$ cat config.mk
export PLATFORM = sky130hd
export DESIGN_NAME = mlst_cell
export DESIGN_NICKNAME = d
export VERILOG_FILES = /design/src/hw/rtl/mlst_pkg.sv /design/src/hw/rtl/mlst_cell.sv
export SDC_FILE = /design/constraint.sdc
export NUM_CORES = 1
export LEC_CHECK = 0
export BUFFER_PORTS_ARGS = -buffer_cell sky130_fd_sc_hd__buf_4
export CAP_MARGIN = 30
export CORE_AREA = 2 2 125 127
export CTS_CLUSTER_DIAMETER = 80
export DETAILED_ROUTE_END_ITERATION = 8
export DIE_AREA = 0 0 127 129
export MAX_ROUTING_LAYER = met4
export PLACE_DENSITY_LB_ADDON = 0.25
export SYNTH_ARGS = -nofsm -noshare
export SYNTH_HDL_FRONTEND = slang
export SYNTH_SLANG_ARGS = --single-unit
$ cat constraint.sdc
create_clock -name clk -period 5.2 [get_ports clk]
set_input_delay 0.26 -clock clk [delete_from_list [all_inputs] [get_ports clk]]
set_output_delay 0.26 -clock clk [all_outputs]
set_load 0.05 [all_outputs]
$ cat src/hw/rtl/mlst_pkg.sv
// shared constants, types and helpers for the mac learning table
package mlst_pkg;

  localparam int TABLE_DEPTH = 64;
  localparam int NUM_PORTS   = 8;
  localparam int MAC_W       = 48;
  localparam int PORT_W      = 3;
  localparam int MASK_W      = 8;

  localparam logic [MAC_W-1:0]  BCAST_MAC = {MAC_W{1'b1}};
  localparam logic [MASK_W-1:0] ALL_PORTS =
    (NUM_PORTS >= MASK_W) ? {MASK_W{1'b1}} : MASK_W'((1 << NUM_PORTS) - 1);

  // item travelling down the chain, with what it has found so far
  typedef struct packed {
    logic              valid;
    logic [MAC_W-1:0]  dmac;
    logic [MAC_W-1:0]  smac;
    logic [PORT_W-1:0] port;
    logic              src_done;
    logic              learned;
    logic              dst_done;
    logic [PORT_W-1:0] dst_port;
  } query_t;

  function automatic logic port_exists(input logic [PORT_W-1:0] p);
    return int'(p) < NUM_PORTS;
  endfunction

  function automatic logic [MASK_W-1:0] port_bit(input logic [PORT_W-1:0] p);
    return MASK_W'(1) << p;
  endfunction

endpackage

$ cat src/hw/rtl/mlst_cell.sv
// one table slot plus the chain register that hands the item to the next slot
module mlst_cell import mlst_pkg::*; (
  input  logic   clk,
  input  logic   rst_n,
  input  logic   advance,
  input  query_t q_in,
  output query_t q_out
);

  logic              ent_valid_r;
  logic [MAC_W-1:0]  ent_mac_r;
  logic [PORT_W-1:0] ent_port_r;
  query_t            q_r;
  query_t            q_nxt;

  logic              src_hit;
  logic              alloc;
  logic              eff_valid;
  logic [MAC_W-1:0]  eff_mac;
  logic [PORT_W-1:0] eff_port;
  logic              dst_hit;
  logic              upd;

  // slots fill from the bottom and are never freed, so the first empty
  // slot an unmatched item meets is the lowest free one
  assign src_hit = q_in.valid && !q_in.src_done && ent_valid_r && (ent_mac_r == q_in.smac);
  assign alloc   = q_in.valid && !q_in.src_done && !ent_valid_r;
  assign upd     = advance && (src_hit || alloc);

  // destination sees the slot after this item's own learning
  assign eff_valid = ent_valid_r || alloc;
  assign eff_mac   = alloc ? q_in.smac : ent_mac_r;
  assign eff_port  = (src_hit || alloc) ? q_in.port : ent_port_r;
  assign dst_hit   = !q_in.dst_done && eff_valid && (eff_mac == q_in.dmac)
                     && (q_in.dmac != BCAST_MAC);

  always_comb begin
    q_nxt = q_in;
    if (src_hit || alloc) begin
      q_nxt.src_done = 1'b1;
      q_nxt.learned  = alloc || (ent_port_r != q_in.port);
    end
    if (dst_hit) begin
      q_nxt.dst_done = 1'b1;
      q_nxt.dst_port = eff_port;
    end
  end

  always_ff @(posedge clk) begin
    if (!rst_n) begin
      ent_valid_r <= 1'b0;
    end else if (advance && alloc) begin
      ent_valid_r <= 1'b1;
    end
  end

  always_ff @(posedge clk) begin
    if (upd) begin
      ent_mac_r  <= eff_mac;
      ent_port_r <= q_in.port;
    end
  end

  always_ff @(posedge clk) begin
    if (!rst_n) begin
      q_r <= '0;
    end else if (advance) begin
      q_r <= q_nxt;
    end
  end

  assign q_out = q_r;

endmodule

==> results of run 1 <==
metal layers:
layer,routed length [um],share of wire [%]
met5,0,0
met2,10300,45
met3,2020,8.9
met4,631,2.8
met1,9880,43
cell families (layout without fill, tap and decap cells):
kind of cell	count (synthesis)	after routing	share of synthesized area (%)
DFF	158	158	47.1
and+or+nand+nor	201	201	15.4
buffers and inverters	72	289	3.87
muxes	141	141	18.8
xor gates and xnor gates	71	71	7.98
AOI/OAI and AO/OA	71	71	6.81
state kept, by name, summed over array words and instances (netlist names):
register,cells
q_out,106
ent_port_r,3
ent_valid_r,1
ent_mac_r,48
power by group:
part           switching [mW]  internal [mW]
logic                   0.400          0.248
clock network           0.491          0.768
registers              0.0350           1.34
total                   0.926           2.35
how the worst min path moves through the flow:
stage,start,end,cells past startpoint
2_1_floorplan,q_in[6],ent_port_r[0],0
3_3_place_gp,q_out[0],q_out[0],2
3_5_place_dp,q_out[1],q_out[1],2
4_1_cts,q_in[7],ent_port_r[1],1
5_1_grt,q_in[6],ent_port_r[0],1
6_report,q_in[7],ent_port_r[1],1
cell type report:
cell class	instances	area [sq um]	area share (%)
clock inverter	4	46.3	0.457
timing repair buffer	217	1630	16.1
tap	188	235	2.32
multi-input combinational	484	3830	37.9
inverter	40	150	1.48
sequential	158	3670	36.3
clock buffer	28	549	5.43
metrics by stage:
step	hold WS (ns)	instance area, sq um	setup slack (ns)	cells	utilization [%]
6_report	0.0562	10100	1.73	1119	67.6
5_1_grt	0.0481	10100	1.50	1119	67.6
4_1_cts	0.0412	10100	1.75	1119	67.6
3_5_place_dp	0.480	9520	1.66	1087	63.6
3_3_place_gp	0.476	9520	1.78	1087	63.6
2_1_floorplan	0.359	7790	0.874	714	-
layout by cell type, fill, tap and decap left out, types with 3 or more instances in the layout:
cell                        Yosys  final
sky130_fd_sc_hd__a21boi_1       3      3
sky130_fd_sc_hd__a21oi_1        4      4
sky130_fd_sc_hd__a221oi_1       3      3
sky130_fd_sc_hd__a222oi_1       3      3
sky130_fd_sc_hd__a22oi_1        7      7
sky130_fd_sc_hd__a2bb2oi_1      3      3
sky130_fd_sc_hd__a31oi_1        4      4
sky130_fd_sc_hd__buf_4          0    216
sky130_fd_sc_hd__clkbuf_1      20      5
sky130_fd_sc_hd__clkbuf_16      0     19
sky130_fd_sc_hd__clkbuf_8       0      4
sky130_fd_sc_hd__dfxtp_1      107    107
sky130_fd_sc_hd__edfxtp_1      51     51
sky130_fd_sc_hd__inv_1         40     40
sky130_fd_sc_hd__mux2_2        36     36
sky130_fd_sc_hd__mux2i_1      103    103
sky130_fd_sc_hd__nand2_1       27     27
sky130_fd_sc_hd__nand2b_1       8      8
sky130_fd_sc_hd__nand3_1        3      3
sky130_fd_sc_hd__nand4_1       20     20
sky130_fd_sc_hd__nor2_1         4      4
sky130_fd_sc_hd__nor2b_1      112    111
sky130_fd_sc_hd__nor3_1         3      3
sky130_fd_sc_hd__nor4_1        14     14
sky130_fd_sc_hd__o211ai_1       3      3
sky130_fd_sc_hd__o21ai_0       13     13
sky130_fd_sc_hd__o22ai_1       10     10
sky130_fd_sc_hd__o41ai_1        4      4
sky130_fd_sc_hd__xnor2_1       31     31
sky130_fd_sc_hd__xor2_1        40     40
==> flow_results.org, run 1 <==
** Global route
- The first global-routing pass estimated 34.2 mm of wire.
- Met1 track demand over resource :: 38.4%
- Global-route layer with the greatest usage :: met2
- The number of antenna violations at the first check in global routing came to 0.
- Total track usage :: 28.7%
- Largest net degree at the start of global routing :: 108
- Global routing consumed, on the met3 layer, 6.32% of the routing resources.
- Global routing consumed, on the met2 layer, 42.5% of the routing resources.
- Vias in the first global route :: 6082
- The total overflow left after global routing is 0.

** Routing
- Count of unresolved DRC violations after routing :: 0
- Count of TritonRoute iterations in the first routing pass :: 5
- Average wire per cell in the routed design :: 20.4 um
- Dividing the detail-routed via count by the number of cells gives 5.53.
- Routed WL :: 22.8 mm
- In this run, the number of DRC markers left after iteration 0 of detailed routing was 477.
- The final route contains 6185 vias.
- In this run the remaining antenna-violating nets after routing total 0.

** Clock network
- Cell at the root of the clock tree :: sky130_fd_sc_hd__clkbuf_16
- After clock tree synthesis, the setup repair step added 0 buffers.
- For the worst-skew pair, the clock arrives at the later sink with an insertion delay of 0.42 ns.
- Number of H-tree branching levels :: 4
- Counting along the longest clock path gives a buffer depth of 2.
- Counting the buffers created by CTS gives 17.
- For this design, the CTS-stage hold fixing added 0 buffers.
- Clock input transition at the sequential cells of the worst setup and hold paths :: 0.06 ns
- The number of gates resized after CTS was 0.
- TritonCTS clock tree :: done
- Clock sink count :: 158

** Logic synthesis
- The cell area that synthesis handed to floorplanning was 7790 sq um.
- Cells taking the most area after synthesis :: sky130_fd_sc_hd__dfxtp_1, sky130_fd_sc_hd__edfxtp_1, sky130_fd_sc_hd__mux2i_1
- In the synthesized netlist the async set-or-reset flop fraction comes to 0%.
- The Yosys step of the flow raised 0 warnings.
- Synthesis produced a netlist with a net count of 823.
- Counting instances in the post-synthesis netlist gives the leading cell types as sky130_fd_sc_hd__nor2b_1, sky130_fd_sc_hd__dfxtp_1, sky130_fd_sc_hd__mux2i_1, sky130_fd_sc_hd__edfxtp_1.
- Synthesis produced 714 cells.
- Counting flops with a built-in enable in the synthesized netlist gives 51.
- Synthesized area per cell :: 10.9 sq um
- The share of the Yosys chip area taken by registers is 47.1%.
- For this run, the leading register cell type out of synthesis is sky130_fd_sc_hd__dfxtp_1.
- Counting flops and latches in the post-synthesis netlist gives 158.
- The synthesized netlist contains 51 unique library cells.
- Area fraction of the dominant cell type after synthesis :: 27.5%
- Largest area contributor in the netlist :: sky130_fd_sc_hd__dfxtp_1
- sky130_fd_sc_hd__nor2b_1 is the most common cell in the netlist.

** STA
- Skew final :: 0.00926 ns
- Number of pins with negative max-slew slack in the final report :: 0
- RSZ-0062 raised after global routing :: false
- Final setup viols :: 0
- Timing would allow up to 0.288 GHz.
- Clock period minus final worst setup slack :: 3.47 ns
- Setup total negative slack on the finished layout was measured at 0 ns.
- Final hold violations :: 0
- At the pin with the least slew margin, the transition time is 0.975 ns.
- Relative slew margins :: 35.0%
- After layout, the worst path uses 66.8% of the clock period.

** Floorplan
- The die is 129 um tall.
- The initial utilization of the core area, before any placement, comes to 52.0%.
- Die span in x :: 127 um
- Core area :: 15000 sq um
- Site row count :: 45
- For this design the top-level I/O count stands at 215.
- Full die area :: 16400 sq um

** Critical path
- In this run the worst setup path terminates at ent_mac_r[15].
- Family with the most delay on the worst path :: simple AND/OR/NAND/NOR gates
- Sort of element at the start of the critical path :: flip-flop
- In this run the worst path has a maximum fanout of 36.
- The critical path contains buffers and inverters numbering 2 combined.
- The largest single stage delay on the critical path is 0.54 ns.
- Worst reg-to-reg setup slack :: 1.73 ns
- Reg-to-Reg Start :: ent_mac_r[45]
- Measured in cells, the most critical reg-to-reg path has a length of 7.
- In this run the worst setup path begins at ent_mac_r[45].
- Slowest cell on crit path :: sky130_fd_sc_hd__or4_1
- The worst setup path is captured at a flip-flop.
- For the worst setup path, the data arrival time is 3.53 ns.
- Category of the critical setup timing path :: flip-flop to flip-flop
- Worst-path cell chain :: inv_1 > o22ai_1 > or4_1 > nor4_1 > a21oi_1 > nor2b_4 > buf_4
- Critical Path Stages :: 7
- The worst register-to-register path ends at ent_mac_r[15].
- At the worst endpoint, the required time is 5.26 ns.

** Place
- Final HPWL from detailed placement :: 17.3 mm
- At the end of routability-driven placement, the weighted congestion stood at 0.963.
- In this run the tool buffered the top-level ports with 214 buffer cells.

** Cells and area
- The filler cells instantiated in the layout total 1197.
- Layout cells sized above 1 :: 31.1%
- From synthesis to final layout, the design area changed by 29.8%.
- Final antenna diode count :: 0
- The final layout contains 1027 nets.

** Power
- Across the VDD grid, the largest voltage drop is 0.232 mV.
- Tot Pwr :: 3.28 mW
- Leak :: 4.42 nW
- Power spread over the standard cell area amounts to 324 nW/um^2.

** Outcome
- The run finished with clean final reports.

** Worst hold path
- Hold crit path type :: primary input to flip-flop

** Run
- Number of max-cap violations :: 0
Power figures use the tool's default switching activity.
==> inputs of run 2 (changes only) <==
==> constraint.sdc (replaced) <==
create_clock -name clk -period 3.3 [get_ports clk]
set_input_delay 0.165 -clock clk [delete_from_list [all_inputs] [get_ports clk]]
set_output_delay 0.165 -clock clk [all_outputs]
set_load 0.05 [all_outputs]
==> run 2 against run 1 <==
Critical path type unchanged. Critical path depth rose by 3. Design area is 1.1% higher. First-iteration DRC count fell by 7.3%. Maximum frequency grew 8.3%. Core utilization increased by 0.75 points. Clock power grew 47%. Combinational power grew 60%. Power increased by 54%.
==> flow_results.org, run 2 (same netlist as run 1, synthesis figures left out) <==
** Clock network
- For this design, the sink count on the clock tree is 158.
- Post-CTS setup-driven buffer insertion count :: 0
- TritonCTS clock tree :: done
- Counting the buffers created by CTS gives 17.
- After clock tree synthesis, the clock-pin slew on the worst setup and hold paths is 0.06 ns.
- The tree is rooted in a sky130_fd_sc_hd__clkbuf_16.
- Number of H-tree branching levels :: 4
- Clock latency on the worst-skew pair :: 0.44 ns
- Maximum clock insertion buffer count :: 2

** Place
- Counting tap cells, the placed design contains a total of 1097 instances.
- Final GP Congestion :: 0.973
- Port-buffer cells :: 214
- Final HPWL from detailed placement :: 17.9 mm
- Post-Place Setup Slack :: 0.166 ns
- Summing all placed instances gives a cell area of 9650 sq um.

** Routing
- Average via count per standard cell :: 5.59
- For this run, design rule violations remaining after detail routing come to 0.
- Detail Route met3 WL :: 2.04 mm
- Top routing layer in use :: met4
- Met1 WL :: 10.2 mm
- Average wire per cell in the routed design :: 20.8 um
- The routed layout has 6324 vias.
- Routed WL :: 23.6 mm
- In this run, the number of DRC markers left after iteration 0 of detailed routing was 442.
- The first detailed-routing pass ran for 5 iterations.
- Metal2 WL :: 10.7 mm
- Post-DRT Antenna Nets :: 0

** Global route
- Total track usage :: 30.1%
- Entering global routing, the biggest net connects 108 pins.
- GRT overflow :: 0
- The number of antenna violations at the first check in global routing was 0.
- The first global-routing pass estimated 35.8 mm of wire.
- The via count of the first global-routing pass is 6261.

** Floorplan
- Die span in x :: 127 um
- Core area :: 15000 sq um
- # IOs :: 215
- Site row count :: 45
- Full die area :: 16400 sq um
- Initial cell density of the core :: 52.0%
- From bottom edge to top edge, the die measures 129 um.

** Worst hold path
- The worst hold path belongs to the class primary input to flip-flop.

** Power
- The worst-case IR drop observed on VDD is 0.348 mV.
- Leak :: 4.47 nW
- Tot Pwr :: 5.06 mW
- Power density normalized to cell area :: 494 nW/um^2

** Cells and area
- The post-route netlist has 31.9% of its cells at a drive strength greater than 1.
- Relative to the synthesized area, the layout overhead comes to 31.3%.
- Finished Layout Cells :: 1132
- The register with the most flip-flops in the layout has 106 of them.
- Once layout is done, the placed cells without fillers occupy 10200 sq um.
- In the final design database the tool counted 1040 nets.
- Most used cells in the layout excluding fill and tap cells :: sky130_fd_sc_hd__buf_4, sky130_fd_sc_hd__nor2b_1, sky130_fd_sc_hd__dfxtp_1
- Final antenna diode count :: 0
- Most frequent standard cell in the layout excluding fill and tap cells :: sky130_fd_sc_hd__buf_4
- Final design utilization :: 68.3%

** STA
- The final hold violation count was 0.
- Relative slew margins :: 43.0%
- Skew final :: 0.0112 ns
- Final WS setup :: 0.0944 ns
- RSZ-0062 raised after global routing :: false
- Setup violations remaining at the end of the flow were counted as 0.
- Highest Clock Rate :: 0.312 GHz
- After routing, the total negative slack on setup checks comes to 0 ns.
- Fin crit share :: 97.1%
- Least-Margin Pin Slew :: 0.855 ns
- Number of pins with negative max-slew slack in the final report :: 0
- Worst hold slack after final layout :: 0.0189 ns
- Clock period minus final worst setup slack :: 3.21 ns

** Critical path
- Peak fanout along the critical path :: 10
- Among all stages on the critical path, the largest delay is contributed by sky130_fd_sc_hd__or4_4.
- Counting stages on the worst path, the most repeated cell is sky130_fd_sc_hd__buf_4.
- Req. time, crit path :: 3.62 ns
- STA classifies the critical path startpoint as a flip-flop.
- Max stage delay on crit path :: 0.59 ns
- Endpoint arrival time on the critical path :: 3.52 ns
- Buffering stage count on the worst path with inverters included :: 2
- Family with the most delay on the worst path :: simple AND/OR/NAND/NOR gates
- Worst-path cell chain :: or3b_4 > buf_4 > buf_4 > mux2_2 > xor2_1 > nor4_1 > nand3_2 > or4_4 > o211ai_1 > a21boi_1
- STA classifies the critical path endpoint as a flip-flop.
- The worst setup path is of the flip-flop to flip-flop kind.

** Run
- Number of max-cap violations :: 0

** Outcome
- Outcome :: finished clean
==> run 2: power breakdown <==
part           switching (mW)  total (mW)  leakage [nW]  internal (mW)
registers              0.0557        2.17          1.35           2.11
logic                   0.637        1.04          2.85          0.404
clock network           0.799        1.85         0.270           1.05
total                    1.49        5.06          4.47           3.57
==> run 2: final timing paths <==
| path | startpoint | endpoint | slack [ns] | cells after the start |
|---|---|---|---|---|
| worst min register to register | q_out[1] | q_out[1] | 0.48 | 2 |
| worst min-delay path | q_in[3] | q_out[3] | 0.02 | 3 |
| worst max register to register | ent_valid_r | q_out[0] | 0.09 | 10 |
| worst max-delay path | ent_valid_r | q_out[0] | 0.09 | 10 |
==> run 2: cell type report <==
type / count / area [sq um]
clock buffer: 24 / 494
clock inverter: 8 / 53.8
fill: 1186 / 4740
inverter: 40 / 150
multi-input combinational: 484 / 3840
sequential: 158 / 3670
tap: 188 / 235
timing repair buffer: 230 / 1790
==> run 2: timing repair <==
item                                    in CTS  in global routing
resized for setup                            0                  1
hold buffers                                 3                  0
hold endpoints to repair                     3                  0
endpoints found under the setup margin       0                  3
==> run 2: routing by layer <==
| layer | vias up | GRT usage, % |
|---|---|---|
| met4 | 0 | 11.6 |
| met3 | 48 | 6.40 |
| met1 | 2988 | 40.0 |
| met2 | 322 | 45.3 |
| li1 | 2966 | - |
| met5 | - | - |
==> run 2: worst register-to-register path, stage by stage (launching register included) <==
cell and delay (ns):
sky130_fd_sc_hd__dfxtp_1 0.35, sky130_fd_sc_hd__or3b_4 0.50, sky130_fd_sc_hd__buf_4 0.23, sky130_fd_sc_hd__buf_4 0.17, sky130_fd_sc_hd__mux2_2 0.29, sky130_fd_sc_hd__xor2_1 0.15
sky130_fd_sc_hd__nor4_1 0.33, sky130_fd_sc_hd__nand3_2 0.20, sky130_fd_sc_hd__or4_4 0.60, sky130_fd_sc_hd__o211ai_1 0.20, sky130_fd_sc_hd__a21boi_1 0.09
==> inputs of run 3 (changes only) <==
--- a/config.mk
+++ b/config.mk
@@ -7,10 +7,9 @@
 export LEC_CHECK = 0
 export BUFFER_PORTS_ARGS = -buffer_cell sky130_fd_sc_hd__buf_4
 export CAP_MARGIN = 30
-export CORE_AREA = 2 2 125 127
-export CTS_CLUSTER_DIAMETER = 80
+export CORE_AREA = 8 8 118 147
 export DETAILED_ROUTE_END_ITERATION = 8
-export DIE_AREA = 0 0 127 129
+export DIE_AREA = 0 0 126 155
 export MAX_ROUTING_LAYER = met4
 export PLACE_DENSITY_LB_ADDON = 0.25
 export SYNTH_ARGS = -nofsm -noshare
==> run 3 against run 2 <==
Sequential power barely moved. Maximum frequency rose by 3.2%. Final cell count is 0.62% lower. Clock power grew 14%. Critical path depth fell by 1. Power grew 5.2%. Wire length increased by 4.8%. Register-to-register slack better by 0.10 ns. Core utilization decreased by 0.55 points. Largest cell class unchanged. Largest power group unchanged. Highest routed layer unchanged.
==> flow_results.org, run 3 (same netlist as run 1, synthesis figures left out) <==
** Cells and area
- Most used cells in the layout excluding fill and tap cells :: sky130_fd_sc_hd__buf_4, sky130_fd_sc_hd__nor2b_1, sky130_fd_sc_hd__dfxtp_1
- For this run, the post-layout net count is 1036.
- The register with the most flip-flops in the layout has 106 of them.
- Area overhead of the layout relative to synthesis :: 32.0%
- In the final layout, the share of cells above drive strength 1 is 31.9%.
- Most frequent standard cell in the layout excluding fill and tap cells :: sky130_fd_sc_hd__buf_4
- Final design utilization :: 67.8%
- The multi-input combinational cells in the finished layout cover a total of 3830 sq um.
- Seq. cell area :: 3670 sq um
- 0 antenna diodes ended up in the layout.
- Fill cell instance count of the final layout :: 1238

** STA
- Measured against its own limit, the worst slew margin works out to 42.8%.
- Clock period minus final worst setup slack :: 3.11 ns
- In the finished design, the share of the clock period the worst path needs comes to 94.1%.
- Setup repair after global routing left no endpoint under its margin.
- The total count of max-transition violations in the final report came to 0.
- Setup violations remaining at the end of the flow were counted as 0.
- Highest Clock Rate :: 0.322 GHz
- For the pin with the worst max-slew slack, the measured transition is 0.858 ns.
- Skew final :: 0.00929 ns
- Adding up every negative setup slack in the final design gives 0 ns.
- Final hold violations :: 0

** Routing
- Initial DRC Count :: 446
- Routed WL :: 24.7 mm
- Post-DRT Antenna Nets :: 0
- Summing over every cut layer, the via total after detailed routing is 6313.
- Average wire per cell in the routed design :: 22.0 um
- Dividing the detail-routed via count by the number of cells gives 5.61.
- Count of TritonRoute iterations in the first routing pass :: 7
- Count of unresolved DRC violations after routing :: 0

** Global route
- Number of antenna violations at the first check in global routing :: 0
- Vias in the first global route :: 6454
- GRT overflow :: 0
- Across every metal layer, demand over resource in global routing totals 25.7%.
- Entering global routing, the biggest net connects 108 pins.
- Wire length of the first global-routing pass :: 36.9 mm

** Power
- The design draws 5.32 mW.
- The analysis attributes to cell leakage a power of 4.51 nW.
- The worst-case IR drop observed on VDD is 0.405 mV.
- For this design the ratio of total power to cell area is 517 nW/um^2.

** Critical path
- Setup crit end kind :: flip-flop
- Sort of element at the start of the critical path :: flip-flop
- Peak fanout along the critical path :: 29
- Req. time, crit path :: 3.61 ns
- For the worst setup path, the data arrival time is 3.42 ns.
- Category of the critical setup timing path :: flip-flop to flip-flop

** Worst hold path
- The min-delay analysis places its worst path in the category primary input to flip-flop.

** Place
- The congestion estimate from routability-driven global placement came to 1.00.
- Port-buffer cells :: 214
- Final HPWL from detailed placement :: 19.1 mm

** Floorplan
- In this run the count of I/O pins placed on the die edge is 215.
- Measured along the y axis, the die boundary spans 155 um.
- For this configuration, the core starts out at a cell density of 51.3%.
- After floorplanning, the core was sized to cover 15200 sq um.
- Site row count :: 51
- Die span in x :: 126 um
- The floorplan step defined a die boundary enclosing 19500 sq um.

** Clock network
- Maximum clock insertion buffer count :: 2
- The H-tree generated during clock tree synthesis spans 4 levels.
- Clock latency on the worst-skew pair :: 0.43 ns
- CTS saw 158 sinks.
- After clock tree synthesis, the clock-pin slew on the worst setup and hold paths is 0.06 ns.
- Cell at the root of the clock tree :: sky130_fd_sc_hd__clkbuf_16
- Number of buffers added by the clock tree synthesis step :: 17
- TritonCTS clock tree :: done
- Number of gates given a new drive strength after cts :: 0

** Run
- Number of max-cap violations :: 0

** Outcome
- Outcome :: finished clean
-- run 3: what timing repair did --
action                                 in CTS  in global routing
endpoints found under the hold margin       3                  0
hold buffers                                3                  0
buffers inserted                            0                  0
setup endpoints to repair                   0                  0
-- run 3: worst max-delay path, stage by stage, from the launching register on --
cell,delay (ns)
sky130_fd_sc_hd__dfxtp_1,0.35
sky130_fd_sc_hd__or3b_4,0.48
sky130_fd_sc_hd__buf_12,0.20
sky130_fd_sc_hd__mux2_2,0.29
sky130_fd_sc_hd__a22oi_1,0.23
sky130_fd_sc_hd__nand4_1,0.12
sky130_fd_sc_hd__or4_4,0.57
sky130_fd_sc_hd__or4_4,0.46
sky130_fd_sc_hd__o211ai_1,0.20
sky130_fd_sc_hd__a21boi_1,0.09
-- run 3: area by class of cell --
type	count	area share, %
Timing Repair Buffer	226	17.0
Clock buffer	28	6.16
Inverter	40	1.46
Clock inverter	4	0.243
Tap cell	185	2.25
Multi-Input combinational cell	484	37.2
Sequential cell	158	35.7
-- run 3: where the power goes --
| group | total, mW | internal (mW) | switching [mW] |
|---|---|---|---|
| sequential | 2.17 | 2.11 | 0.0558 |
| clock | 2.11 | 1.32 | 0.794 |
| combinational | 1.04 | 0.400 | 0.642 |
| total | 5.32 | 3.83 | 1.49 |
-- run 3: metal layers --
metal / global-route usage [%] / up-vias / wire length (um)
li1: - / 2947 / -
met1: 29.8 / 2977 / 9810
met2: 39.7 / 335 / 11500
met3: 8.12 / 54 / 2440
met4: 13.0 / 0 / 1010
met5: - / - / 0
-- run 3: metrics by stage --
step,cells,setup WS (ns),instance area [sq um],hold WS (ns)
CTS,1125,0.216,10300,0.0139
finish,1125,0.195,10300,0.0265
global route,1125,0.0832,10300,0.0157
global placement,1090,0.260,9600,0.382
detailed placement,1090,0.223,9600,0.383
floorplan,714,0.353,7800,0.264
-- run 3: worst paths after layout --
path / depth (start not counted) / from / endpoint / slack (ns)
worst max-delay path: 9 / ent_valid_r / q_out[2] / 0.19
worst min-delay path: 3 / q_in[14] / q_out[14] / 0.03
worst max register to register: 9 / ent_valid_r / q_out[2] / 0.19
worst min register to register: 2 / q_out[0] / q_out[0] / 0.48
